File: src/sv/fpsd_pkg.sv
// Shared types, constants and helper functions for the filtered proximity
// stepper drive. No dependencies; all files but the checker use it by scope.
package fpsd_pkg;

  localparam int PHASES      = 8;
  localparam int PHASE_W     = 3;
  localparam int LADDER_BASE = 20;
  localparam int LADDER_STEP = 5;
  localparam int LADDER_TOP  = 60;
  localparam int LADDER_N    = (LADDER_TOP - LADDER_BASE) / LADDER_STEP + 1;
  localparam int FRAC_BITS   = 14;

  localparam logic signed [15:0] RST_COEF_A1   = -16'sd25575;
  localparam logic signed [15:0] RST_COEF_A2   = 16'sd10508;
  localparam logic signed [15:0] RST_COEF_B0   = 16'sd329;
  localparam logic signed [15:0] RST_COEF_B1   = 16'sd658;
  localparam logic signed [15:0] RST_COEF_B2   = 16'sd329;
  localparam logic        [3:0]  RST_DIVIDER   = 4'd10;
  localparam logic signed [15:0] RST_STOP      = 16'sd65;
  localparam logic        [7:0]  RST_SLOWEST   = 8'd15;

  typedef enum logic [2:0] {
    REG_COEF_A1        = 3'd0,
    REG_COEF_A2        = 3'd1,
    REG_COEF_B0        = 3'd2,
    REG_COEF_B1        = 3'd3,
    REG_COEF_B2        = 3'd4,
    REG_SAMPLE_DIVIDER = 3'd5,
    REG_STOP_LEVEL     = 3'd6,
    REG_SLOWEST_PERIOD = 3'd7
  } cfg_reg_t;

  typedef struct packed {
    logic signed [15:0] coef_a1;
    logic signed [15:0] coef_a2;
    logic signed [15:0] coef_b0;
    logic signed [15:0] coef_b1;
    logic signed [15:0] coef_b2;
    logic        [3:0]  sample_divider;
    logic signed [15:0] stop_level;
    logic        [7:0]  slowest_period;
  } cfg_t;

  typedef enum logic [1:0] {
    MAC_HOLD,
    MAC_LOAD,
    MAC_SUB,
    MAC_ADD
  } mac_op_t;

  typedef struct packed {
    mac_op_t            op;
    logic signed [15:0] opa;
    logic signed [15:0] opb;
    logic        [31:0] init;
  } mac_ctrl_t;

  typedef enum logic [3:0] {
    S_IDLE,
    S_LOAD,
    S_SUB1,
    S_SUB2,
    S_FRESH,
    S_ADD1,
    S_ADD2,
    S_ADD3,
    S_LEVEL,
    S_DECIDE,
    S_OUT
  } state_t;

  function automatic logic [7:0] coil_table(input logic [PHASE_W-1:0] idx);
    logic [7:0] pat;
    case (idx)
      3'd0:    pat = 8'hC3;
      3'd1:    pat = 8'h81;
      3'd2:    pat = 8'h99;
      3'd3:    pat = 8'h18;
      3'd4:    pat = 8'h3C;
      3'd5:    pat = 8'h24;
      3'd6:    pat = 8'h66;
      default: pat = 8'h42;
    endcase
    return pat;
  endfunction

  // count the speed thresholds the level lies above
  function automatic logic [3:0] ladder_count(input logic signed [15:0] lvl);
    logic [3:0] n;
    n = '0;
    for (int i = 0; i < LADDER_N; i++) begin
      if (lvl > $signed(16'(LADDER_BASE + LADDER_STEP * i))) n = n + 4'd1;
    end
    return n;
  endfunction

  function automatic logic signed [15:0] take_bits(input logic [31:0] sum);
    return $signed(sum[FRAC_BITS+15:FRAC_BITS]);
  endfunction

endpackage

File: src/sv/fpsd_mac.sv
// Shared multiply-accumulate unit: one registered 16x16 signed product and a
// 32-bit wrapping accumulator. Depends on fpsd_pkg.
module fpsd_mac (
  input  logic               clk,
  input  fpsd_pkg::mac_ctrl_t ctrl,
  output logic [31:0]        acc
);

  logic signed [31:0] prod;

  always_ff @(posedge clk) begin
    prod <= ctrl.opa * ctrl.opb;
    unique case (ctrl.op)
      fpsd_pkg::MAC_LOAD: acc <= ctrl.init;
      fpsd_pkg::MAC_SUB:  acc <= acc - $unsigned(prod);
      fpsd_pkg::MAC_ADD:  acc <= acc + $unsigned(prod);
      default:            acc <= acc;
    endcase
  end

endmodule

File: src/sv/fpsd_seq.sv
// Sequencer for one tick: counters, filter schedule on the shared MAC, step
// decision and the result register. Depends on fpsd_pkg and drives fpsd_mac.
module fpsd_seq (
  input  logic                clk,
  input  logic                rst,
  input  fpsd_pkg::cfg_t      cfg,
  input  logic                s_tvalid,
  output logic                s_tready,
  input  logic [7:0]          s_tdata,
  output logic                m_tvalid,
  input  logic                m_tready,
  output logic [31:0]         m_tdata,
  output fpsd_pkg::mac_ctrl_t mac,
  input  logic [31:0]         acc
);

  fpsd_pkg::state_t state, state_next;

  logic [3:0]                   divider_count;
  logic [15:0]                  period_count;
  logic signed [15:0]           delay_one;
  logic signed [15:0]           delay_two;
  logic signed [15:0]           level;
  logic signed [15:0]           fresh;
  logic [fpsd_pkg::PHASE_W-1:0] phase_index;
  logic [7:0]                   drive_pattern;
  logic [7:0]                   sample;
  logic                         stepped;
  logic                         stopped;

  logic [3:0] div_inc;
  logic       div_match;
  logic       out_free;
  logic       stop_now;
  logic [8:0] period;
  logic       step_now;

  assign div_inc   = divider_count + 4'd1;
  assign div_match = (div_inc == cfg.sample_divider);
  assign out_free  = !m_tvalid || m_tready;
  assign s_tready  = (state == fpsd_pkg::S_IDLE);

  assign stop_now = (level > cfg.stop_level);
  assign period   = {1'b0, cfg.slowest_period} + {5'b0, fpsd_pkg::ladder_count(level)};
  assign step_now = !stop_now && ({1'b0, period_count} >= {8'b0, period});

  always_ff @(posedge clk) begin
    if (rst) begin
      state <= fpsd_pkg::S_IDLE;
    end else begin
      state <= state_next;
    end
  end

  always_comb begin
    state_next = state;
    mac.op     = fpsd_pkg::MAC_HOLD;
    mac.opa    = cfg.coef_a1;
    mac.opb    = delay_one;
    mac.init   = {10'b0, sample, 14'b0};
    unique case (state)
      fpsd_pkg::S_IDLE: begin
        if (s_tvalid) state_next = div_match ? fpsd_pkg::S_LOAD : fpsd_pkg::S_DECIDE;
      end
      fpsd_pkg::S_LOAD: begin
        mac.op     = fpsd_pkg::MAC_LOAD;
        state_next = fpsd_pkg::S_SUB1;
      end
      fpsd_pkg::S_SUB1: begin
        mac.op     = fpsd_pkg::MAC_SUB;
        mac.opa    = cfg.coef_a2;
        mac.opb    = delay_two;
        state_next = fpsd_pkg::S_SUB2;
      end
      fpsd_pkg::S_SUB2: begin
        mac.op     = fpsd_pkg::MAC_SUB;
        state_next = fpsd_pkg::S_FRESH;
      end
      fpsd_pkg::S_FRESH: begin
        // restart the sum for the feedforward half
        mac.op     = fpsd_pkg::MAC_LOAD;
        mac.init   = '0;
        mac.opa    = cfg.coef_b1;
        mac.opb    = delay_one;
        state_next = fpsd_pkg::S_ADD1;
      end
      fpsd_pkg::S_ADD1: begin
        mac.op     = fpsd_pkg::MAC_ADD;
        mac.opa    = cfg.coef_b2;
        mac.opb    = delay_two;
        state_next = fpsd_pkg::S_ADD2;
      end
      fpsd_pkg::S_ADD2: begin
        mac.op     = fpsd_pkg::MAC_ADD;
        mac.opa    = cfg.coef_b0;
        mac.opb    = fresh;
        state_next = fpsd_pkg::S_ADD3;
      end
      fpsd_pkg::S_ADD3: begin
        mac.op     = fpsd_pkg::MAC_ADD;
        state_next = fpsd_pkg::S_LEVEL;
      end
      fpsd_pkg::S_LEVEL:  state_next = fpsd_pkg::S_DECIDE;
      fpsd_pkg::S_DECIDE: state_next = fpsd_pkg::S_OUT;
      fpsd_pkg::S_OUT: begin
        if (out_free) state_next = fpsd_pkg::S_IDLE;
      end
      default: state_next = fpsd_pkg::S_IDLE;
    endcase
  end

  always_ff @(posedge clk) begin
    if (rst) begin
      divider_count <= '0;
      period_count  <= '0;
      delay_one     <= '0;
      delay_two     <= '0;
      level         <= '0;
      phase_index   <= '0;
      drive_pattern <= '0;
      m_tvalid      <= 1'b0;
    end else begin
      // drop the taken item unless a new one replaces it this cycle
      if (m_tready && !(state == fpsd_pkg::S_OUT && out_free)) m_tvalid <= 1'b0;
      case (state)
        fpsd_pkg::S_IDLE: begin
          if (s_tvalid) begin
            sample        <= s_tdata;
            divider_count <= div_match ? 4'd0 : div_inc;
            if (period_count != 16'hFFFF) period_count <= period_count + 16'd1;
          end
        end
        fpsd_pkg::S_FRESH: fresh <= fpsd_pkg::take_bits(acc);
        fpsd_pkg::S_LEVEL: begin
          level     <= fpsd_pkg::take_bits(acc);
          delay_two <= delay_one;
          delay_one <= fresh;
        end
        fpsd_pkg::S_DECIDE: begin
          stopped <= stop_now;
          stepped <= step_now;
          if (step_now) begin
            drive_pattern <= fpsd_pkg::coil_table(phase_index);
            phase_index   <= (phase_index == fpsd_pkg::PHASE_W'(fpsd_pkg::PHASES - 1))
                             ? '0 : phase_index + 1'b1;
            period_count  <= '0;
          end
        end
        fpsd_pkg::S_OUT: begin
          if (out_free) begin
            m_tdata  <= {6'b0, level, stopped, stepped, drive_pattern};
            m_tvalid <= 1'b1;
          end
        end
        default: ;
      endcase
    end
  end

endmodule

File: src/sv/filtered_proximity_stepper_drive_core.sv
// Filtered proximity stepper drive, top level. A tick without a filter update
// goes from acceptance through the decide and output states; a filter tick
// first runs its five products one after another through the single shared
// multiplier. The next tick is taken only once the result has been registered.
// Synchronous active-high reset clears all filter and step state and loads
// the register defaults; no output is valid after reset.
module filtered_proximity_stepper_drive_core (
  input  logic        clk,
  input  logic        rst,
  input  logic        s_tvalid,
  output logic        s_tready,
  input  logic [7:0]  s_tdata,    // [7:0] sensor_sample
  output logic        m_tvalid,
  input  logic        m_tready,
  // [7:0] coil_pattern, [8] stepped, [9] stopped, [25:10] filtered_level
  output logic [31:0] m_tdata,
  input  logic        cfg_valid,
  output logic        cfg_ready,
  input  logic [2:0]  cfg_index,
  input  logic [15:0] cfg_data
);

  fpsd_pkg::cfg_t      cfg;
  fpsd_pkg::mac_ctrl_t mac;
  logic [31:0]         acc;

  assign cfg_ready = 1'b1;

  always_ff @(posedge clk) begin
    if (rst) begin
      cfg.coef_a1        <= fpsd_pkg::RST_COEF_A1;
      cfg.coef_a2        <= fpsd_pkg::RST_COEF_A2;
      cfg.coef_b0        <= fpsd_pkg::RST_COEF_B0;
      cfg.coef_b1        <= fpsd_pkg::RST_COEF_B1;
      cfg.coef_b2        <= fpsd_pkg::RST_COEF_B2;
      cfg.sample_divider <= fpsd_pkg::RST_DIVIDER;
      cfg.stop_level     <= fpsd_pkg::RST_STOP;
      cfg.slowest_period <= fpsd_pkg::RST_SLOWEST;
    end else if (cfg_valid) begin
      unique case (fpsd_pkg::cfg_reg_t'(cfg_index))
        fpsd_pkg::REG_COEF_A1:        cfg.coef_a1        <= cfg_data;
        fpsd_pkg::REG_COEF_A2:        cfg.coef_a2        <= cfg_data;
        fpsd_pkg::REG_COEF_B0:        cfg.coef_b0        <= cfg_data;
        fpsd_pkg::REG_COEF_B1:        cfg.coef_b1        <= cfg_data;
        fpsd_pkg::REG_COEF_B2:        cfg.coef_b2        <= cfg_data;
        fpsd_pkg::REG_SAMPLE_DIVIDER: cfg.sample_divider <= cfg_data[3:0];
        fpsd_pkg::REG_STOP_LEVEL:     cfg.stop_level     <= cfg_data;
        fpsd_pkg::REG_SLOWEST_PERIOD: cfg.slowest_period <= cfg_data[7:0];
        default: ;
      endcase
    end
  end

  fpsd_seq u_seq (
    .clk      (clk),
    .rst      (rst),
    .cfg      (cfg),
    .s_tvalid (s_tvalid),
    .s_tready (s_tready),
    .s_tdata  (s_tdata),
    .m_tvalid (m_tvalid),
    .m_tready (m_tready),
    .m_tdata  (m_tdata),
    .mac      (mac),
    .acc      (acc)
  );

  fpsd_mac u_mac (
    .clk  (clk),
    .ctrl (mac),
    .acc  (acc)
  );

endmodule

File: config.mk
export PLATFORM = sky130hd
export DESIGN_NAME = filtered_proximity_stepper_drive_core
export DESIGN_NICKNAME = d
export VERILOG_FILES = /design/src/sv/fpsd_pkg.sv /design/src/sv/fpsd_mac.sv /design/src/sv/fpsd_seq.sv /design/src/sv/filtered_proximity_stepper_drive_core.sv
export SDC_FILE = /design/constraint.sdc
export NUM_CORES = 1
export LEC_CHECK = 0
export BUFFER_PORTS_ARGS = -buffer_cell sky130_fd_sc_hd__buf_2
export CORE_ASPECT_RATIO = 0.5
export CORE_MARGIN = 2
export CORE_UTILIZATION = 30
export CTS_CLUSTER_DIAMETER = 60
export DETAILED_ROUTE_END_ITERATION = 16
export MAX_ROUTING_LAYER = met4
export PLACE_DENSITY = 0.5
export RECOVER_POWER = 25
export SLEW_MARGIN = 20
export SYNTH_ARGS = -nofsm -noshare
export SYNTH_HDL_FRONTEND = slang
export SYNTH_SLANG_ARGS = --single-unit
File: constraint.sdc
create_clock -name clk -period 10.5 [get_ports clk]
set_clock_uncertainty 0.15 [all_clocks]
set_input_delay 1.575 -clock clk [delete_from_list [all_inputs] [get_ports clk]]
set_output_delay 1.575 -clock clk [all_outputs]
set_load 0.05 [all_outputs]
---- Word level (Yosys, flattened, before mapping) ----
Cells that the tools add are included.
word-level totals
  RAM bits ................................ 0
  register bits after elaboration ......... 308
  latch bits .............................. 0
  memories ................................ 0
  memory bits (read-only) ................. 0
cells by class
  order comparisons ....................... 11
  $mul .................................... 1
  shifts and indexed selects .............. 0
  add/sub/neg operators ................... 14
  reduce and logical (&&, ||, !) cells .... 31
  equality and inequality tests ........... 33
  muxes and demuxes ....................... 27
  div/mod/pow operators ................... 0
  bitwise gates (word level) .............. 1
operator list
  kind                                                                              number
  32-bit one-hot mux with 4 select lines                                            1
  16-bit by 7-bit greater-than comparator with 1-bit output, second input constant  6
  32-bit one-hot mux with 3 select lines                                            1
  8-bit one-hot mux with 7 select lines                                             1
  16-bit by 6-bit greater-than comparator with 1-bit output, second input constant  3
  16-bit 2-to-1 mux                                                                 3
  4-bit 2-to-1 mux                                                                  12
  4-bit one-hot mux with 11 select lines                                            1
  32-bit adder                                                                      1
  4-bit by 1-bit adder with 4-bit output, second input constant                     8
  16-bit by 16-bit multiplier with 32-bit output                                    1
  16-bit one-hot mux with 2 select lines                                            1
  32-bit subtractor                                                                 1
  2-bit AND reduction                                                               13
  3-bit equality test, second input constant                                        8
  22-bit 2-to-1 mux                                                                 1
  16-bit by 1-bit adder with 16-bit output, second input constant                   1
  4-bit by 3-bit equality test with 1-bit output, second input constant             4
  16-bit by 9-bit greater-or-equal comparator with 1-bit output                     1
  16-bit greater-than comparator                                                    1
  16-bit inequality test, second input constant                                     1
  3-bit by 2-bit equality test with 1-bit output, second input constant             4
  4-bit equality test, second input constant                                        3
  8-bit by 4-bit adder with 9-bit output                                            1
  25 further kinds                                                                  40

---- Longest topological paths before layout ----
Gate-level depths: netlist of run 1.
  depth in word-level cells ............... 23
  gate-level depth with buffers ........... 42
  depth with buffers taken out ............ 39

---- Cells and area by module ----
A second synthesis of run 1 with hierarchy kept.
unflattened totals
  cells, all modules ...................... 2762
  area total of the unflattened synthesis .. 25821.0 um^2
by module, submodules not included
  module                                 cells each  area an instance (um^2)  instances  seq. area each (um^2)
  fpsd_mac                               1510        14046.0                  1          1601.5
  fpsd_seq                               854         7497.2                   1          3042.9
  filtered_proximity_stepper_drive_core  398         4277.9                   1          2162.1

---- Least setup slack after synthesis of run 1 ----
Ideal clock, no wire load.
  kind .................................... flip-flop to flip-flop
  start point ............................. reg u_seq.state[0]
  end point ............................... reg u_mac.prod[29]
  arrival ................................. 7941 ps
  slack ................................... 2337 ps
  library setup time ...................... 72 ps
  stages on the path, launching flop included .. 32
  period minus slack after synthesis ...... 8163 ps
  required time ........................... 10278 ps
  path buffers ............................ 4
  cells stage by stage .................... dfxtp_1 -> clkbuf_1 -> nand2_1 -> nor3_1 -> or2_1 -> clkbuf_1 -> clkbuf_1 -> a22oi_1 -> nand2_1 -> clkbuf_1 -> nand2_1 -> fa_1 -> inv_1 -> fa_1 -> inv_1 -> fa_1 -> inv_1 -> fa_1 -> inv_1 -> fa_1 -> inv_1 -> fa_1 -> ha_1 -> a211o_1 -> nor3_1 -> a21oi_1 -> a311oi_1 -> o31ai_1 -> or4_1 -> a31o_1 -> a21oi_1 -> xnor2_1
on the way
  cells in the longest elaborated chain, start to end .. 3
  elaborated cells between the ends (all ways) .. 6
  classes of those cells .................. mul: 1; eq/ne: 4; mux: 1
RTL lines
  what                                                                                                                     line            source
  from (decl)                                                                                                              fpsd_seq.sv:17  fpsd_pkg::state_t state, state_next;
  from (signal assigned)                                                                                                   fpsd_seq.sv:49  state <= fpsd_pkg::S_IDLE;
  from (signal assigned)                                                                                                   fpsd_seq.sv:51  state <= state_next;
  4-bit by 3-bit equality test with 1-bit output / 4-bit by 2-bit equality test with 1-bit output (equally long branches)  fpsd_seq.sv:61  unique case (state)
  32-bit one-hot mux with 4 select lines (*)                                                                               fpsd_seq.sv:61
  16-bit by 16-bit multiplier with 32-bit output (*)                                                                       fpsd_mac.sv:12  prod <= ctrl.opa * ctrl.opb;
  to (signal assigned)                                                                                                     fpsd_mac.sv:12
  to (decl)                                                                                                                fpsd_mac.sv:9   logic signed [31:0] prod;
Mark *: on every way between the ends. The rest lies on a longest branch, timed or not.
A chain may end at the register's enable or synchronous reset.

---- Worst setup path after layout of run 1 ----
Ends and elaborated chain as after synthesis.

==> summary.txt, run 1 <==
Power and ir drop
  • Power per cell area: approximately 240 nW/µm²
  • Lkg Pwr: ~0.011 µW
  • Peak supply drop: ~0.19 mV

Finish
  • Total non-filler cell area in the finished layout: 27000 µm²
  • Count of non-filler cells in the finished layout: a little under 4000
  • Final-stage net count: ~3200
  • Fraction of final layout cells sized beyond drive strength 1: 6.686%
  • Area growth from synthesis to layout: 11.14%
  • Fillers: approximately 8300
  • Final core utilization: 33.82%
  • Number of diodes: 0

Route
  • DRC marker count from the first detailed-route iteration: about 1600
  • Total Routed Length: 71370 µm
  • Wirelength per Cell: roughly 18 µm
  • Number of optimization iterations in the first detailed-route pass: 6
  • Total vias in the final route: between 15000 and 20000
  • Drt drc: 0
  • ANT nets after route: 0
  • Vias/cell: 4.895

Min path
  • Hold_sp: u_seq.stepped
  • Number of stages on the worst hold path: 0
  • Class of the worst hold path: register to register
  • Hold EP: u_seq.m_tdata[8]

Global route
  • GR Util All Layers: 18.00%
  • Antenna violations before repair: 0
  • Largest net degree at the start of global routing: 100
  • Vias in the first global route: between 15000 and 20000
  • Total congestion overflow after global routing: 0
  • First-pass GRT wire length: about 110000 µm

Critical path
  • Standard cell with the maximum stage delay on the critical path: sky130_fd_sc_hd__or2_0
  • Library cell appearing most often on the critical path: sky130_fd_sc_hd__fa_1
  • Element type at the critical path end: register
  • Reg2reg end: u_mac.prod[29]
  • Critical path peak fanout: 18
  • Depth of the worst register-to-register path: 28
  • CP peak stage delay: approximately 0.86 ns
  • FF-to-FF Start: u_seq.state[0]
  • Gate family responsible for the most delay along the worst path: adder cells
  • Required time of the worst setup path: 10.77 ns
  • Arr. time, crit path: 9.60 ns
  • Count of buffer and inverter cells on the critical path: 6
  • Launch point of the worst path: u_seq.state[0]
  • Critical setup path kind: register to register
  • Startpoint type of the worst setup path: register
  • Reg-to-reg slack, setup: between 1 and 1.5 ns

Clocking
  • Buffer count from post-CTS setup fixing: 0
  • Clock-pin slew of the registers on the worst-case setup and hold paths: approximately 0.060 ns
  • Source-to-sink clock delay at the later pin of the worst-skew pair: about 0.56 ns
  • Number of H-tree levels: 2
  • Longest Clk Path Bufs: 3
  • Post_cts resized: 0
  • CTS Hold Buffers Added: 0
  • TritonCTS Buffers: 36
  • CTS tree: done
  • Num Clock Sinks: 296
  • Buffer cell driving the clock tree root: sky130_fd_sc_hd__clkbuf_16

Timing
  • Finish-stage setup viols: 0
  • Measured slew at the worst slew-check pin: around 3.6 ns
  • Minimum clock period: 9.338 ns
  • Hold WS: 0.2718 ns
  • Number of pins exceeding their max-slew limit in the final report: about 120
  • RSZ-0062 raised after global routing: no
  • Crit share post-route: about nine tenths
  • Worst slew slack as a fraction of its limit: -137.7%
  • Fin. Hold Viols: 0
  • Setup_tns: 0 ns
  • Maximum operating frequency: about 0.11 GHz

Run
  • Number of maximum-capacitance violations: 2

Outcome
  • Failing checks: max-capacitance violations, max-slew violations
  • Result of the run: complete, but fails checks

Yosys
  • Number of synthesized flops with an enable pin: 78
  • Simple-Gate Fraction of Synth Area: around a fifth
  • Post-synthesis instance total: around 2800
  • Cell accounting for the most synthesized area: sky130_fd_sc_hd__fa_1
  • Yosys synthesis warning count: 0
  • Post-Synth XOR/XNOR Area: between 4 and 5%
  • Share of the synthesized area in the top cell type: 20.60%
  • Main combinational cell family by area after synthesis: adder cells
  • Most area-consuming cells after synthesis: sky130_fd_sc_hd__fa_1 21%, sky130_fd_sc_hd__dfxtp_1 18%, sky130_fd_sc_hd__edfxtp_1 9.6%, sky130_fd_sc_hd__nand2_1 8.7%, sky130_fd_sc_hd__ha_1 8.0%
  • Register bit count reported by yosys: a little under 300
  • Avg Synthesized Cell Area: 8.673 µm²
  • Distinct cells, synth: between 80 and 90
  • Post-synth design cell area: 24290 µm²
  • Adder-cell area share of the yosys netlist: between 20 and 30%
  • Post-synthesis compound-gate area fraction: between 10 and 15%
  • Async set-reset flop share out of synthesis: 0%
  • Sequential fraction of the synthesis area: between 20 and 30%
  • Mux contribution to synthesized area: less than 1%
  • Post-synth top flop: sky130_fd_sc_hd__dfxtp_1

Placement
  • Port-buffer cells: just under 60
  • Routability-driven placement congestion ratio: 0.8740
  • Cell area after placement: ~26000 µm²
  • Total instance count after detailed placement: 3849
  • Placed wire-length estimate after detailed placement: roughly 56000 µm

Floorplanning
  • Die height: 205.2 µm
  • Effective utilization at floorplan: 30.43%
  • Area enclosed by the die boundary: ~83000 µm²
  • Number of top-level pins: between 60 and 70
  • FP Rows: 73
  • Floorplan Core Area: between 70000 and 80000 µm²
  • Die X-Extent: around 410 µm
## how the worst max path moves through the flow
stage | endpoint | cells after the start
after global placement | u_mac.prod[29] | 28
after floorplan | u_mac.prod[29] | 31
after CTS | u_mac.prod[29] | 28
final | u_mac.prod[29] | 28
after global routing | u_mac.prod[29] | 28
after detailed placement | u_mac.prod[29] | 27
## layout by cell type (no fill, tap or decap), drive strengths merged, types with 7 or more instances in the layout
cell type and n:
a21o 26, a21oi 215, a222oi 8, a22oi 26
a31oi 8, and2 20, and3 17, and4 17
buf 86, clkbuf 51, clkinv 9, conb 7
dfxtp 218, edfxtp 78, fa 250, ha 155
inv 322, mux2i 18, nand2 561, nand2b 32
nand3 48, nand3b 25, nand4 24, nor2 199
nor2b 17, nor3 39, nor4 16, o211ai 7
o21a 14, o21ai 51, o21bai 13, o31ai 20
or2 9, or3 15, or3b 12, or4 8
xnor2 76, xor2 38
## power breakdown
group	leakage [µW]	total (µW)	internal, µW	switching (µW)
combinational	0.00836	3570	1480	2090
clock	0.000639	1360	822	535
sequential	0.00250	1450	1310	138
total	0.0115	6370	3610	2760
## registers in the layout (all words and copies together), names as in the netlist, 16 cells and up
signal,cells
cfg,108
u_mac.acc,30
u_mac.prod,30
u_seq.m_tdata,22
u_seq.delay_one,16
u_seq.delay_two,16
u_seq.fresh,16
u_seq.level,16
u_seq.period_count,16
## synthesized netlist by cell type, drive strengths merged (6+ instances only)
cell type	count
inv	318
edfxtp	78
xor2	38
dfxtp	218
clkbuf	112
a21oi	215
a222oi	8
o211ai	7
a21o	26
nor4	16
buf	22
nor2b	17
or3	15
o21ai	51
nand3	48
a22oi	26
and2	20
xnor2	76
and4	17
mux2i	18
ha	155
o21bai	13
or4	8
nand4	24
nand2b	32
fa	250
or2	9
o31ai	20
nor3	39
or3b	12
and3	17
o21a	14
nor2	199
nand2	561
nand3b	25
a31oi	8
a211oi	6
## worst register-to-register path: cells and delay by family, from the launching register on
family,cells,cell delay (ns)
compound gates,6,1.52
xor+xnor,1,0.08
fa+ha+maj,7,3.42
buf+inv,6,0.53
flops,1,0.78
simple gates,8,2.73
## area by class of cell
| class | count | area (µm²) | area share (%) |
|---|---|---|---|
| sequential | 296 | 6706 | 24.84 |
| clock inverter | 18 | 222.7 | 0.8249 |
| tap | 1087 | 1360 | 5.038 |
| clock buffer | 47 | 1066 | 3.948 |
| timing repair buffer | 90 | 519.2 | 1.923 |
| inverter | 318 | 1194 | 4.421 |
| multi-input combinational | 2058 | 15930 | 59.00 |
## metrics by stage
stage / setup slack [ns] / power, µW
2_1_floorplan: 2.337 / 4102
3_3_place_gp: 1.461 / 5023
3_5_place_dp: 1.289 / 5036
4_1_cts: 1.237 / 6436
5_1_grt: 0.6277 / 6915
6_report: 1.162 / 6371
## metal layers
metal,track usage [%],up-vias,part of all wire (%)
li1,-,9180,-
met1,25.88,9388,49
met5,-,-,0
met4,4.101,0,2.0
met2,26.84,506,44
met3,2.363,84,5.4
## cells by family (layout without fill, tap and decap cells)
family	Yosys count	after routing
simple gates	1071	1071
buf+inv	452	473
compound gates	439	439
fa+ha+maj	405	405
flops	296	296
xor+xnor	117	117
mux	19	19
other cells	2	7
(Power assumes the default switching activity.)
==> run 2, diff against run 1 <==
--- a/config.mk
+++ b/config.mk
@@ -6,6 +6,7 @@
 export NUM_CORES = 1
 export LEC_CHECK = 0
 export BUFFER_PORTS_ARGS = -buffer_cell sky130_fd_sc_hd__buf_2
+export CAP_MARGIN = 15
 export CORE_ASPECT_RATIO = 0.5
 export CORE_MARGIN = 2
 export CORE_UTILIZATION = 30
@@ -13,7 +14,6 @@
 export DETAILED_ROUTE_END_ITERATION = 16
 export MAX_ROUTING_LAYER = met4
 export PLACE_DENSITY = 0.5
-export RECOVER_POWER = 25
 export SLEW_MARGIN = 20
 export SYNTH_ARGS = -nofsm -noshare
 export SYNTH_HDL_FRONTEND = slang
==> run 2 against run 1 <==
Net effect: the flow now finishes without violations; core utilization about the same; largest cell class unchanged; final cell count stayed put; highest routed layer unchanged; non-clock buffer count stayed put.
==> summary.txt, run 2 (same netlist as run 1, synthesis figures left out) <==
Clocking
  • Buffer count from post-CTS setup fixing: 0 (unchanged)
  • Number of H-tree levels: 2 (unchanged)
  • Buffer cell driving the clock tree root: sky130_fd_sc_hd__clkbuf_16 (unchanged)
  • Source-to-sink clock delay at the later pin of the worst-skew pair: 0.56 ns (about the same)
  • Post_cts resized: 0 (unchanged)
  • CTS tree: done (unchanged)
  • CTS Hold Buffers Added: 0 (unchanged)
  • Clock-pin slew of the registers on the worst-case setup and hold paths: 0.06 ns (about the same)
  • TritonCTS Buffers: 36 (unchanged)
  • Num Clock Sinks: 296 (unchanged)
  • Longest Clk Path Bufs: 3 (unchanged)

Route
  • Total vias in the final route: 19230 (was 19160)
  • Drt drc: 0 (unchanged)
  • DRC marker count from the first detailed-route iteration: 1700 (was 1633)
  • Number of optimization iterations in the first detailed-route pass: 6 (unchanged)
  • ANT nets after route: 0 (unchanged)
  • Vias/cell: 4.913 (was 4.895)
  • Total Routed Length: 71310 µm (was 71370 µm)
  • Wirelength per Cell: 18.22 µm (was 18.24 µm)

Floorplanning
  • Die height: 205.2 µm (unchanged)
  • FP Rows: 73 (unchanged)
  • Effective utilization at floorplan: 30.43% (unchanged)
  • Number of top-level pins: 67 (unchanged)
  • Floorplan Core Area: 79830 µm² (unchanged)
  • Area enclosed by the die boundary: 83400 µm² (unchanged)
  • Die X-Extent: 406.4 µm (unchanged)

Finish
  • Final-stage net count: 3237 (unchanged)
  • Most used cells in the layout excluding fill and tap cells: 561 x sky130_fd_sc_hd__nand2_1, 316 x sky130_fd_sc_hd__inv_1, 250 x sky130_fd_sc_hd__fa_1 (unchanged)
  • Leading cell type in the layout, fill and taps excluded: sky130_fd_sc_hd__nand2_1 (unchanged)
  • Final core utilization: 33.83% (was 33.82%)
  • Count of non-filler cells in the finished layout: 3914 (unchanged)
  • Reg with most FFs: cfg (unchanged)
  • Fillers: 8294 (was 8297)
  • Area growth from synthesis to layout: 11.19% (was 11.14%)
  • Number of flip-flops under the largest register name: 108 (unchanged)
  • Number of diodes: 0 (unchanged)
  • Fraction of final layout cells sized beyond drive strength 1: 6.792% (was 6.686%)
  • Regs by FF count: cfg x108, u_mac.acc x30, u_mac.prod x30 (unchanged)

Timing
  • Fin. Hold Viols: 0 (unchanged)
  • Finish-stage setup viols: 0 (unchanged)
  • Maximum operating frequency: 0.1075 GHz (was 0.1071 GHz)
  • Measured slew at the worst slew-check pin: 1.097 ns (was 3.565 ns)
  • Setup_tns: 0 ns (unchanged)
  • Number of pins exceeding their max-slew limit in the final report: 0 (was 115)
  • Minimum clock period: 9.299 ns (was 9.338 ns)
  • Worst slew slack as a fraction of its limit: 26.88% (was -137.7%)
  • RSZ-0062 raised after global routing: no (unchanged)
  • Crit share post-route: 88.56% (was 88.93%)

Global route
  • Vias in the first global route: 18950 (unchanged)
  • First-pass GRT wire length: 112900 µm (unchanged)
  • Total congestion overflow after global routing: 0 (unchanged)
  • Antenna violations before repair: 1 (was 0)
  • Largest net degree at the start of global routing: 100 (unchanged)
  • GR Util All Layers: 18.00% (unchanged)

Power and ir drop
  • Power per cell area: 235.9 nW/µm² (was 236.0 nW/µm²)
  • Lkg Pwr: 0.01151 µW (was 0.01150 µW)
  • Peak supply drop: 0.1928 mV (was 0.1934 mV)

Run
  • Number of maximum-capacitance violations: 0 (was 2)

Critical path
  • Element type at the critical path end: register (unchanged)
  • Startpoint type of the worst setup path: register (unchanged)
  • CP peak stage delay: 0.83 ns (was 0.86 ns)
  • Critical path peak fanout: 18 (unchanged)
  • Library cell appearing most often on the critical path: sky130_fd_sc_hd__fa_1 (unchanged)
  • Standard cell with the maximum stage delay on the critical path: sky130_fd_sc_hd__or2_0 (unchanged)
  • Arr. time, crit path: 9.57 ns (was 9.60 ns)
  • Critical setup path kind: register to register (unchanged)
  • Required time of the worst setup path: 10.77 ns (about the same)

Placement
  • Placed wire-length estimate after detailed placement: 55560 µm (unchanged)
  • Total instance count after detailed placement: 3849 (unchanged)
  • Routability-driven placement congestion ratio: 0.8740 (unchanged)
  • Port-buffer cells: 59 (unchanged)

Outcome
  • Result of the run: completed (was complete, but fails checks)

Min path
  • Class of the worst hold path: register to register (unchanged)
-- run 2: changes by cell type in the layout (fill, tap and decap cells not counted), sizes merged --
cell	previous run	this run
buf	86	90
clkbuf	51	47
-- run 2: where the power goes --
part	leakage (µW)	internal, µW	switching [µW]
Combinational	0.00837	1480	2090
Clock	0.000639	822	535
Sequential	0.00250	1310	140
-- run 2: worst max-delay path, delay by kind of cell (launching register included) --
kind / cells / cell delay (ns)
DFF: 1 / 0.77
and+or+nand+nor: 8 / 2.68
xor gates and xnor gates: 1 / 0.08
adders and majority gates: 7 / 3.42
buffers and inverters: 6 / 0.54
AOI/OAI and AO/OA: 6 / 1.52
-- run 2: worst paths after layout --
check / depth (start not counted) / startpoint / end / slack [ns]
max: 28 / u_seq.state[0] / u_mac.prod[29] / 1.20
min: 0 / u_seq.stepped / u_seq.m_tdata[8] / 0.27
max reg2reg: 28 / u_seq.state[0] / u_mac.prod[29] / 1.20
min reg2reg: 0 / u_seq.stepped / u_seq.m_tdata[8] / 0.27
-- run 2: area by class of cell --
class	instances	area [µm²]	share of cell area, %
well taps	1087	1360	5.035
flip-flops and latches	296	6706	24.83
clock buffers	47	1066	3.947
clock inverters	18	222.7	0.8246
inverters	318	1194	4.419
multi-input cells	2058	15930	58.98
repair buffers	90	530.5	1.964
-- run 2: through the flow --
| step | cell area (µm²) | hold WS (ns) | worst slack (ns) | total power [µW] |
|---|---|---|---|---|
| 4_1_cts | 27000 | 0.2732 | 1.237 | 6436 |
| 3_5_place_dp | 25710 | 0.2592 | 1.289 | 5036 |
| 5_1_grt | 27010 | 0.2896 | 0.6277 | 6914 |
| 2_1_floorplan | 24310 | 0.2503 | 2.337 | 4102 |
| 3_3_place_gp | 25710 | 0.2606 | 1.461 | 5023 |
| 6_report | 27010 | 0.2709 | 1.201 | 6371 |
-- run 2: layer usage --
| layer | share of wire, % | GRT usage [%] | up-vias |
|---|---|---|---|
| met3 | 5.3 | 2.363 | 90 |
| li1 | - | - | 9177 |
| met5 | 0 | - | - |
| met4 | 2.1 | 4.101 | 0 |
| met2 | 44 | 26.84 | 505 |
| met1 | 49 | 25.88 | 9459 |
